===== config.mk =====
export PLATFORM = sky130hd
export DESIGN_NAME = bldc_throttle_commutation
export DESIGN_NICKNAME = d
export VERILOG_FILES = /design/src/rtl/btc_pkg.sv /design/src/rtl/btc_csr.sv /design/src/rtl/btc_core.sv /design/src/rtl/bldc_throttle_commutation.sv
export SDC_FILE = /design/constraint.sdc
export NUM_CORES = 1
export LEC_CHECK = 0
export ABC_CLOCK_PERIOD_IN_PS = 12800
export BUFFER_PORTS_ARGS = -buffer_cell sky130_fd_sc_hd__buf_2
export CELL_PAD_IN_SITES_DETAIL_PLACEMENT = 1
export CELL_PAD_IN_SITES_GLOBAL_PLACEMENT = 1
export CORE_MARGIN = 1.5
export CORE_UTILIZATION = 26
export CTS_CLUSTER_DIAMETER = 30
export DETAILED_ROUTE_END_ITERATION = 8
export PLACE_DENSITY_LB_ADDON = 0.3
export SYNTH_ARGS = -nofsm -noshare
export SYNTH_HDL_FRONTEND = slang
export SYNTH_SLANG_ARGS = --single-unit

===== constraint.sdc =====
create_clock -name clock -period 12.8 [get_ports clock]
set_input_delay 3.84 -clock clock [delete_from_list [all_inputs] [get_ports clock]]
set_output_delay 3.84 -clock clock [all_outputs]
set_load 0.05 [all_outputs]

===== src/rtl/btc_pkg.sv =====
`timescale 1ns / 1ps
package btc_pkg;

   localparam int DUTY_W   = 7;
   localparam int SAMPLE_W = 12;
   localparam int HALL_W   = 3;
   localparam int LEVEL_W  = 11;

   localparam logic [LEVEL_W-1:0] ADC_LOW   = 11'd496;
   localparam logic [LEVEL_W-1:0] ADC_HIGH  = 11'd1539;
   localparam logic [DUTY_W-1:0]  FULL_DUTY = 7'd100;

   // percent = (level - low) * 100 / 1043, done as one multiply by a reciprocal
   localparam int PCT_SHIFT = 21;
   localparam int PROD_W    = 29;
   localparam logic [PROD_W-1:0] PCT_RECIP = 29'd201070;

   localparam logic [DUTY_W-1:0] FLOOR_RESET   = 7'd10;
   localparam logic [DUTY_W-1:0] CEILING_RESET = 7'd90;

   localparam int CSR_INDEX_W_DEFAULT = 4;
   localparam int CSR_FLOOR   = 0;
   localparam int CSR_CEILING = 1;

   localparam logic OP_SAMPLE = 1'b0;
   localparam logic OP_HALL   = 1'b1;

   typedef struct packed {
      logic                op;
      logic [SAMPLE_W-1:0] adc_sample;
      logic [HALL_W-1:0]   hall_code;
   } req_type;

   typedef struct packed {
      logic [DUTY_W-1:0] duty_a;
      logic [DUTY_W-1:0] duty_b;
      logic [DUTY_W-1:0] duty_c;
      logic [DUTY_W-1:0] throttle_now;
   } rsp_type;

   typedef struct packed {
      logic [DUTY_W-1:0] floor_pct;
      logic [DUTY_W-1:0] ceiling_pct;
   } limits_type;

endpackage


===== src/rtl/btc_csr.sv =====
`timescale 1ns / 1ps
module btc_csr
   import btc_pkg::*;
#(
   parameter int CSR_INDEX_W = CSR_INDEX_W_DEFAULT
) (
   input  logic                   clock,
   input  logic                   reset,
   input  logic                   csr_valid,
   output logic                   csr_ready,
   input  logic [CSR_INDEX_W-1:0] csr_index,
   input  logic [DUTY_W-1:0]      csr_wdata,
   output limits_type             limits
);

   limits_type limits_ff, limits_in;

   assign csr_ready = 1'b1;
   assign limits    = limits_ff;

   always_comb begin
      limits_in = limits_ff;
      if (csr_valid) begin
         // indexes past the register list are dropped
         if (csr_index == CSR_INDEX_W'(CSR_FLOOR)) begin
            limits_in.floor_pct = csr_wdata;
         end else if (csr_index == CSR_INDEX_W'(CSR_CEILING)) begin
            limits_in.ceiling_pct = csr_wdata;
         end
      end
   end

   always_ff @(posedge clock) begin
      if (reset) begin
         limits_ff.floor_pct   <= FLOOR_RESET;
         limits_ff.ceiling_pct <= CEILING_RESET;
      end else begin
         limits_ff <= limits_in;
      end
   end

endmodule


===== src/rtl/btc_core.sv =====
`timescale 1ns / 1ps
module btc_core
   import btc_pkg::*;
(
   input  logic       clock,
   input  logic       reset,
   input  logic       enable,
   input  req_type    item,
   input  limits_type limits,
   output rsp_type    result
);

   localparam logic [HALL_W-1:0] HALL_A   = 3'd1;
   localparam logic [HALL_W-1:0] HALL_AB  = 3'd3;
   localparam logic [HALL_W-1:0] HALL_B   = 3'd2;
   localparam logic [HALL_W-1:0] HALL_BC  = 3'd6;
   localparam logic [HALL_W-1:0] HALL_C   = 3'd4;
   localparam logic [HALL_W-1:0] HALL_AC  = 3'd5;

   logic [LEVEL_W-1:0] filt_ff, filt_in;
   logic [DUTY_W-1:0]  level_ff, level_in;
   logic [DUTY_W-1:0]  duty_a_ff, duty_a_in;
   logic [DUTY_W-1:0]  duty_b_ff, duty_b_in;
   logic [DUTY_W-1:0]  duty_c_ff, duty_c_in;

   logic [LEVEL_W-1:0] clamped;
   logic [LEVEL_W-1:0] filt_new;
   logic [LEVEL_W-1:0] offset;
   logic [PROD_W-1:0]  prod;
   logic [DUTY_W-1:0]  pct;
   logic [DUTY_W-1:0]  level_new;
   logic [2:0]         drive_sel;
   logic               hall_ok;

   always_comb begin
      if (item.adc_sample < SAMPLE_W'(ADC_LOW)) begin
         clamped = ADC_LOW;
      end else if (item.adc_sample > SAMPLE_W'(ADC_HIGH)) begin
         clamped = ADC_HIGH;
      end else begin
         clamped = item.adc_sample[LEVEL_W-1:0];
      end

      // half step toward the sample, truncated toward the old level
      if (clamped >= filt_ff) begin
         filt_new = filt_ff + ((clamped - filt_ff) >> 1);
      end else begin
         filt_new = filt_ff - ((filt_ff - clamped) >> 1);
      end

      offset = filt_new - ADC_LOW;
      prod   = PROD_W'(offset) * PCT_RECIP;
      pct    = prod[PCT_SHIFT +: DUTY_W];

      if (pct < limits.floor_pct) begin
         level_new = '0;
      end else if (pct > limits.ceiling_pct) begin
         level_new = limits.ceiling_pct;
      end else begin
         level_new = pct;
      end
   end

   // one bit per phase a,b,c: set drives the throttle, clear holds full duty
   always_comb begin
      hall_ok = 1'b1;
      case (item.hall_code)
         HALL_AC: drive_sel = 3'b101;
         HALL_A:  drive_sel = 3'b100;
         HALL_AB: drive_sel = 3'b110;
         HALL_B:  drive_sel = 3'b010;
         HALL_BC: drive_sel = 3'b011;
         HALL_C:  drive_sel = 3'b001;
         default: begin
            drive_sel = 3'b000;
            hall_ok   = 1'b0;
         end
      endcase
   end

   always_comb begin
      filt_in   = filt_ff;
      level_in  = level_ff;
      duty_a_in = duty_a_ff;
      duty_b_in = duty_b_ff;
      duty_c_in = duty_c_ff;
      if (item.op == OP_SAMPLE) begin
         filt_in  = filt_new;
         level_in = level_new;
      end else if (hall_ok) begin
         duty_a_in = drive_sel[2] ? level_ff : FULL_DUTY;
         duty_b_in = drive_sel[1] ? level_ff : FULL_DUTY;
         duty_c_in = drive_sel[0] ? level_ff : FULL_DUTY;
      end
   end

   assign result.duty_a       = duty_a_in;
   assign result.duty_b       = duty_b_in;
   assign result.duty_c       = duty_c_in;
   assign result.throttle_now = level_in;

   always_ff @(posedge clock) begin
      if (reset) begin
         filt_ff   <= ADC_LOW;
         level_ff  <= '0;
         duty_a_ff <= '0;
         duty_b_ff <= '0;
         duty_c_ff <= '0;
      end else if (enable) begin
         filt_ff   <= filt_in;
         level_ff  <= level_in;
         duty_a_ff <= duty_a_in;
         duty_b_ff <= duty_b_in;
         duty_c_ff <= duty_c_in;
      end
   end

endmodule


===== src/rtl/bldc_throttle_commutation.sv =====
`timescale 1ns / 1ps
// Throttle filter and six-step hall commutation.
// req_ carries one item: op 0 is a throttle converter sample, op 1 a hall
// change. An item is taken at a clock edge with req_valid high and req_stall
// low. Every item gives exactly one rsp_ item with the three phase duties
// and the limited throttle percent as they stand after that item.
// An item taken into the input register has its result in the output register
// once it advances. Throughput: one item per cycle while rsp_stall is low;
// the input register feeds a single pass of clamp, averaging, one reciprocal
// multiply and the hall pattern pick.
// While rsp_stall is high the result holds; one more item may wait in the
// input register, then req_stall rises until the result is taken.
// csr_ writes the floor (index 0) and ceiling (index 1) percents; csr_ready
// is always high and writes belong to idle periods.
// Synchronous reset empties both registers, sets the filter to its low
// end, throttle and duties to 0, floor to 10 and ceiling to 90.
module bldc_throttle_commutation
   import btc_pkg::*;
#(
   parameter int CSR_INDEX_W = CSR_INDEX_W_DEFAULT
) (
   input  logic                   clock,
   input  logic                   reset,
   input  logic                   req_valid,
   output logic                   req_stall,
   input  req_type                req_data,
   output logic                   rsp_valid,
   input  logic                   rsp_stall,
   output rsp_type                rsp_data,
   input  logic                   csr_valid,
   output logic                   csr_ready,
   input  logic [CSR_INDEX_W-1:0] csr_index,
   input  logic [DUTY_W-1:0]      csr_wdata
);

   logic       req_valid_ff, req_valid_in;
   req_type    req_data_ff, req_data_in;
   logic       rsp_valid_ff, rsp_valid_in;
   rsp_type    rsp_data_ff, rsp_data_in;
   logic       advance;
   limits_type limits;
   rsp_type    result;

   btc_csr #(
      .CSR_INDEX_W(CSR_INDEX_W)
   ) u_csr (
      .clock     (clock),
      .reset     (reset),
      .csr_valid (csr_valid),
      .csr_ready (csr_ready),
      .csr_index (csr_index),
      .csr_wdata (csr_wdata),
      .limits    (limits)
   );

   btc_core u_core (
      .clock  (clock),
      .reset  (reset),
      .enable (advance),
      .item   (req_data_ff),
      .limits (limits),
      .result (result)
   );

   assign advance   = req_valid_ff && (!rsp_valid_ff || !rsp_stall);
   assign req_stall = req_valid_ff && !advance;
   assign rsp_valid = rsp_valid_ff;
   assign rsp_data  = rsp_data_ff;

   always_comb begin
      req_valid_in = req_valid_ff;
      req_data_in  = req_data_ff;
      if (!req_stall) begin
         req_valid_in = req_valid;
         req_data_in  = req_data;
      end

      rsp_valid_in = rsp_valid_ff;
      rsp_data_in  = rsp_data_ff;
      if (advance) begin
         rsp_valid_in = 1'b1;
         rsp_data_in  = result;
      end else if (!rsp_stall) begin
         rsp_valid_in = 1'b0;
      end
   end

   always_ff @(posedge clock) begin
      if (reset) begin
         req_valid_ff <= 1'b0;
         rsp_valid_ff <= 1'b0;
      end else begin
         req_valid_ff <= req_valid_in;
         rsp_valid_ff <= rsp_valid_in;
      end
      req_data_ff <= req_data_in;
      rsp_data_ff <= rsp_data_in;
   end

endmodule

==> qor.csv <==
stage,metric,value,unit
grt,grt_antenna_before_repair,0,
cts,htreeDepth,3,
sta,fin_skew,0.0109,ns
grt,overflow,0,
die,die_y,190,microns
critical_path,cp_max_fo,14,
critical_path,crit_path_end,rsp_data[2]$_DFFE_PP_,
die,start_util,26.4,%
cells_and_area,layout_commonest_cell,inv_1,
drt,dr.pass1.iters,4,
sta,max_slew_margin,29.2,%
cells_and_area,drive_gt1_share,11.3,%
cells_and_area,antennaDiodeCount,0,
logic_synthesis,ys_ff_latch,99,
cells_and_area,final_cell_mix,"156 x inv_1, 136 x ha_1, 90 x nand2_1, 77 x nor2_1, 61 x buf_2",
cells_and_area,multi_input_area,0.00604,sq mm
logic_synthesis,ys_async_sr_fraction,0,%
cts,post-cts-setup-buffers,0,
critical_path,r2r_end,rsp_data[2]$_DFFE_PP_,
cells_and_area,nNetsFinal,1276,
critical_path,crit_required,12.91,ns
critical_path,worstReg2RegStart,req_data_ff[10]$_DFFE_PN_,
grt,grt_max_degree,50,
critical_path,critPathKind,flop to flop,
drt,dr_total_vias,7127,
placed_design,dp_hpwl,20.6,mm
cts,cts_root_buffer,clkbuf_16,
cts,cts_tree,done,
placed_design,portBuffers,61,
sta,setup_slack,0.771,ns
die,die-area,0.0361,sq mm
critical_path,reg2reg_depth,47,
drt,drt_wl_total,24.7,mm
logic_synthesis,ys.flop_type,dfxtp_1,
critical_path,cp.depth,47,
grt,grt_pass1_wl,40.5,mm
cts,clkSlewWorstSetupHoldPaths,0.08,ns
sta,hold_viol_final,0,
cts,cts_inserted_buffers,9,
cells_and_area,regArea,0.00242,sq mm
logic_synthesis,synth-edff-count,44,
logic_synthesis,ys_seq_area_share,26.6,%
drt,wl_per_cell,16.3,microns
die,core_area,0.0345,sq mm
logic_synthesis,synth_area_per_cell,9.06,sq um
sta,setup_viol,0,
die,boundaryPins,63,
critical_path,crit_top_cell,ha_1,
cts,clock_latency,0.35,ns
run,cap_violations,0,
cells_and_area,layout.cells.non_filler,1518,
cells_and_area,num-fill-cells,4050,
sta,drv_slew,0,
sta,fin_hold_ws,0.459,ns
grt,grt_pass1_vias,7490,
drt,detail-route-antenna-nets,0,
critical_path,cp-start-kind,flop,
logic_synthesis,synth_warnings,0,
placed_design,routabilityCongestion,0.821,
sta,period_needed,12.03,ns
placed_design,dp_cells,1502,
grt,grt_usage,14.2,%
critical_path,end_kind,flop,
critical_path,max_stage_delay,0.56,ns
cts,cts.path.max_buffers,2,
critical_path,crit_family,adder cells,
critical_path,critPathSlowestCell,o311ai_1,
critical_path,crit_buf_inv,7,
placed_design,dp_slack,0.271,ns
drt,route.detailed.drc,0,
cells_and_area,syn2layout_area_growth,13.4,%
hold_path,hp-class,flop to flop,
logic_synthesis,synth.distinct_cells,78,
die,die_x,190,microns
die,rows,68,
critical_path,arrival,12.14,ns
drt,vias_per_cell,4.69,
logic_synthesis,syn-num-nets,1221,
sta,timing.final.crit_share,94.0,%
cts,clock_sinks,99,
logic_synthesis,synth_area,0.00909,sq mm
sta,fmax,83.1,MHz
sta,tightest_slew,1.05,ns
critical_path,r2r_setup_slack,0.77,ns
critical_path,startpoint,req_data_ff[10]$_DFFE_PN_,
logic_synthesis,syn-instance-count,1003,
sta,tns,0,ns
outcome,status,"complete, no violations",
drt,drt_iter0_markers,368,
[what timing repair did]
item / in CTS / in global routing
hold buffers: 0 / 0
endpoints found under the setup margin: 0 / 14
resized for setup: 0 / 15
[state kept, by name, summed over array words and instances, names as in the netlist]
register,flops
req_data_ff,16
req_valid_ff,1
rsp_data,28
rsp_valid,1
u_core.duty_a_ff,7
u_core.duty_b_ff,7
u_core.duty_c_ff,7
u_core.filt_ff,11
u_core.level_ff,7
u_csr.limits,14
[per-stage QoR]
stage               area [sq um]  util [%]
CTS                        10200      29.7
global placement            9910      28.8
detailed placement          9910      28.8
global route               10300      29.9
floorplan                   9090         -
finish                     10300      29.9
[layout make-up]
class,instances,area share (%)
well taps,455,5.52
inverters,157,5.72
repair buffers,71,3.69
flip-flops and latches,99,23.5
clock buffers,10,2.43
multi-input cells,720,58.5
clock inverters,6,0.619
[layer usage]
layer / wire, microns / global-route usage (%) / up-vias
li1: - / - / 3532
met1: 12200 / 19.7 / 3492
met2: 11600 / 23.5 / 80
met3: 565 / 1.73 / 23
met4: 323 / 2.72 / 0
met5: 0 / 0 / -
[synthesized netlist by cell type, types with 3 or more instances]
master	count	area share (%)
a211oi_1	5	0.41
mux2i_1	16	1.8
a211o_1	3	0.29
nand3_1	17	0.94
edfxtp_1	44	15
buf_2	6	0.33
nor3_1	24	1.3
inv_1	157	6.5
o31ai_1	6	0.50
buf_1	3	0.12
dfxtp_1	55	12
a21o_1	19	1.6
xor2_1	13	1.3
nand2_1	90	3.7
nor2_1	77	3.2
nor2b_1	13	0.89
a31oi_1	3	0.21
ha_1	136	19
xnor2_1	31	3.0
and4_1	4	0.39
o21ai_1	20	1.1
fa_1	50	11
o211ai_1	8	0.66
o21ai_0	20	1.1
or3_1	5	0.34
o21bai_1	5	0.41
and3_1	6	0.41
a21boi_1	4	0.33
clkbuf_1	14	0.58
a21oi_1	59	3.2
buf_4	3	0.25
nand2b_1	7	0.48
o21a_1	8	0.66
nand4_1	5	0.34
and2_1	5	0.34
a32o_1	12	1.3
[worst min path at each step]
stage                     slack (ns)                          endpoint  cells past startpoint                        startpoint
after global placement          0.44  u_core.duty_c_ff[5]$_SDFFE_PP0P_                      2  u_core.duty_c_ff[5]$_SDFFE_PP0P_
final                           0.46  u_core.duty_b_ff[2]$_SDFFE_PP0P_                      2  u_core.duty_b_ff[2]$_SDFFE_PP0P_
after CTS                       0.46  u_core.duty_a_ff[5]$_SDFFE_PP0P_                      2  u_core.duty_a_ff[5]$_SDFFE_PP0P_
after floorplan                 0.44  u_core.duty_a_ff[2]$_SDFFE_PP0P_                      2  u_core.duty_a_ff[2]$_SDFFE_PP0P_
after global routing            0.48  u_core.duty_b_ff[6]$_SDFFE_PP0P_                      2  u_core.duty_b_ff[6]$_SDFFE_PP0P_
after detailed placement        0.45  u_core.duty_a_ff[5]$_SDFFE_PP0P_                      2  u_core.duty_a_ff[5]$_SDFFE_PP0P_
[tightest hold or removal path: cells and delay by family, from the launching register on]
kind            cells  cell delay, ns
flops               1            0.31
simple gates        1            0.05
compound gates      1            0.05
[cells by family (layout without fill, tap and decap cells)]
group,count (synthesis),count (layout),synth area share [%]
flip-flops,99,99,26.6
other,1,1,0.0413
AO/OA/AOI/OAI,201,201,15.3
buffers and inverters,184,244,7.89
XOR/XNOR,46,46,4.60
adder cells (fa/ha/maj),186,186,29.7
multiplexers,17,17,1.89
AND/OR/NAND/NOR,269,269,13.9
Power is not shown: default switching activity piles up to over one toggle a cycle in this logic, so the estimate is an artifact.
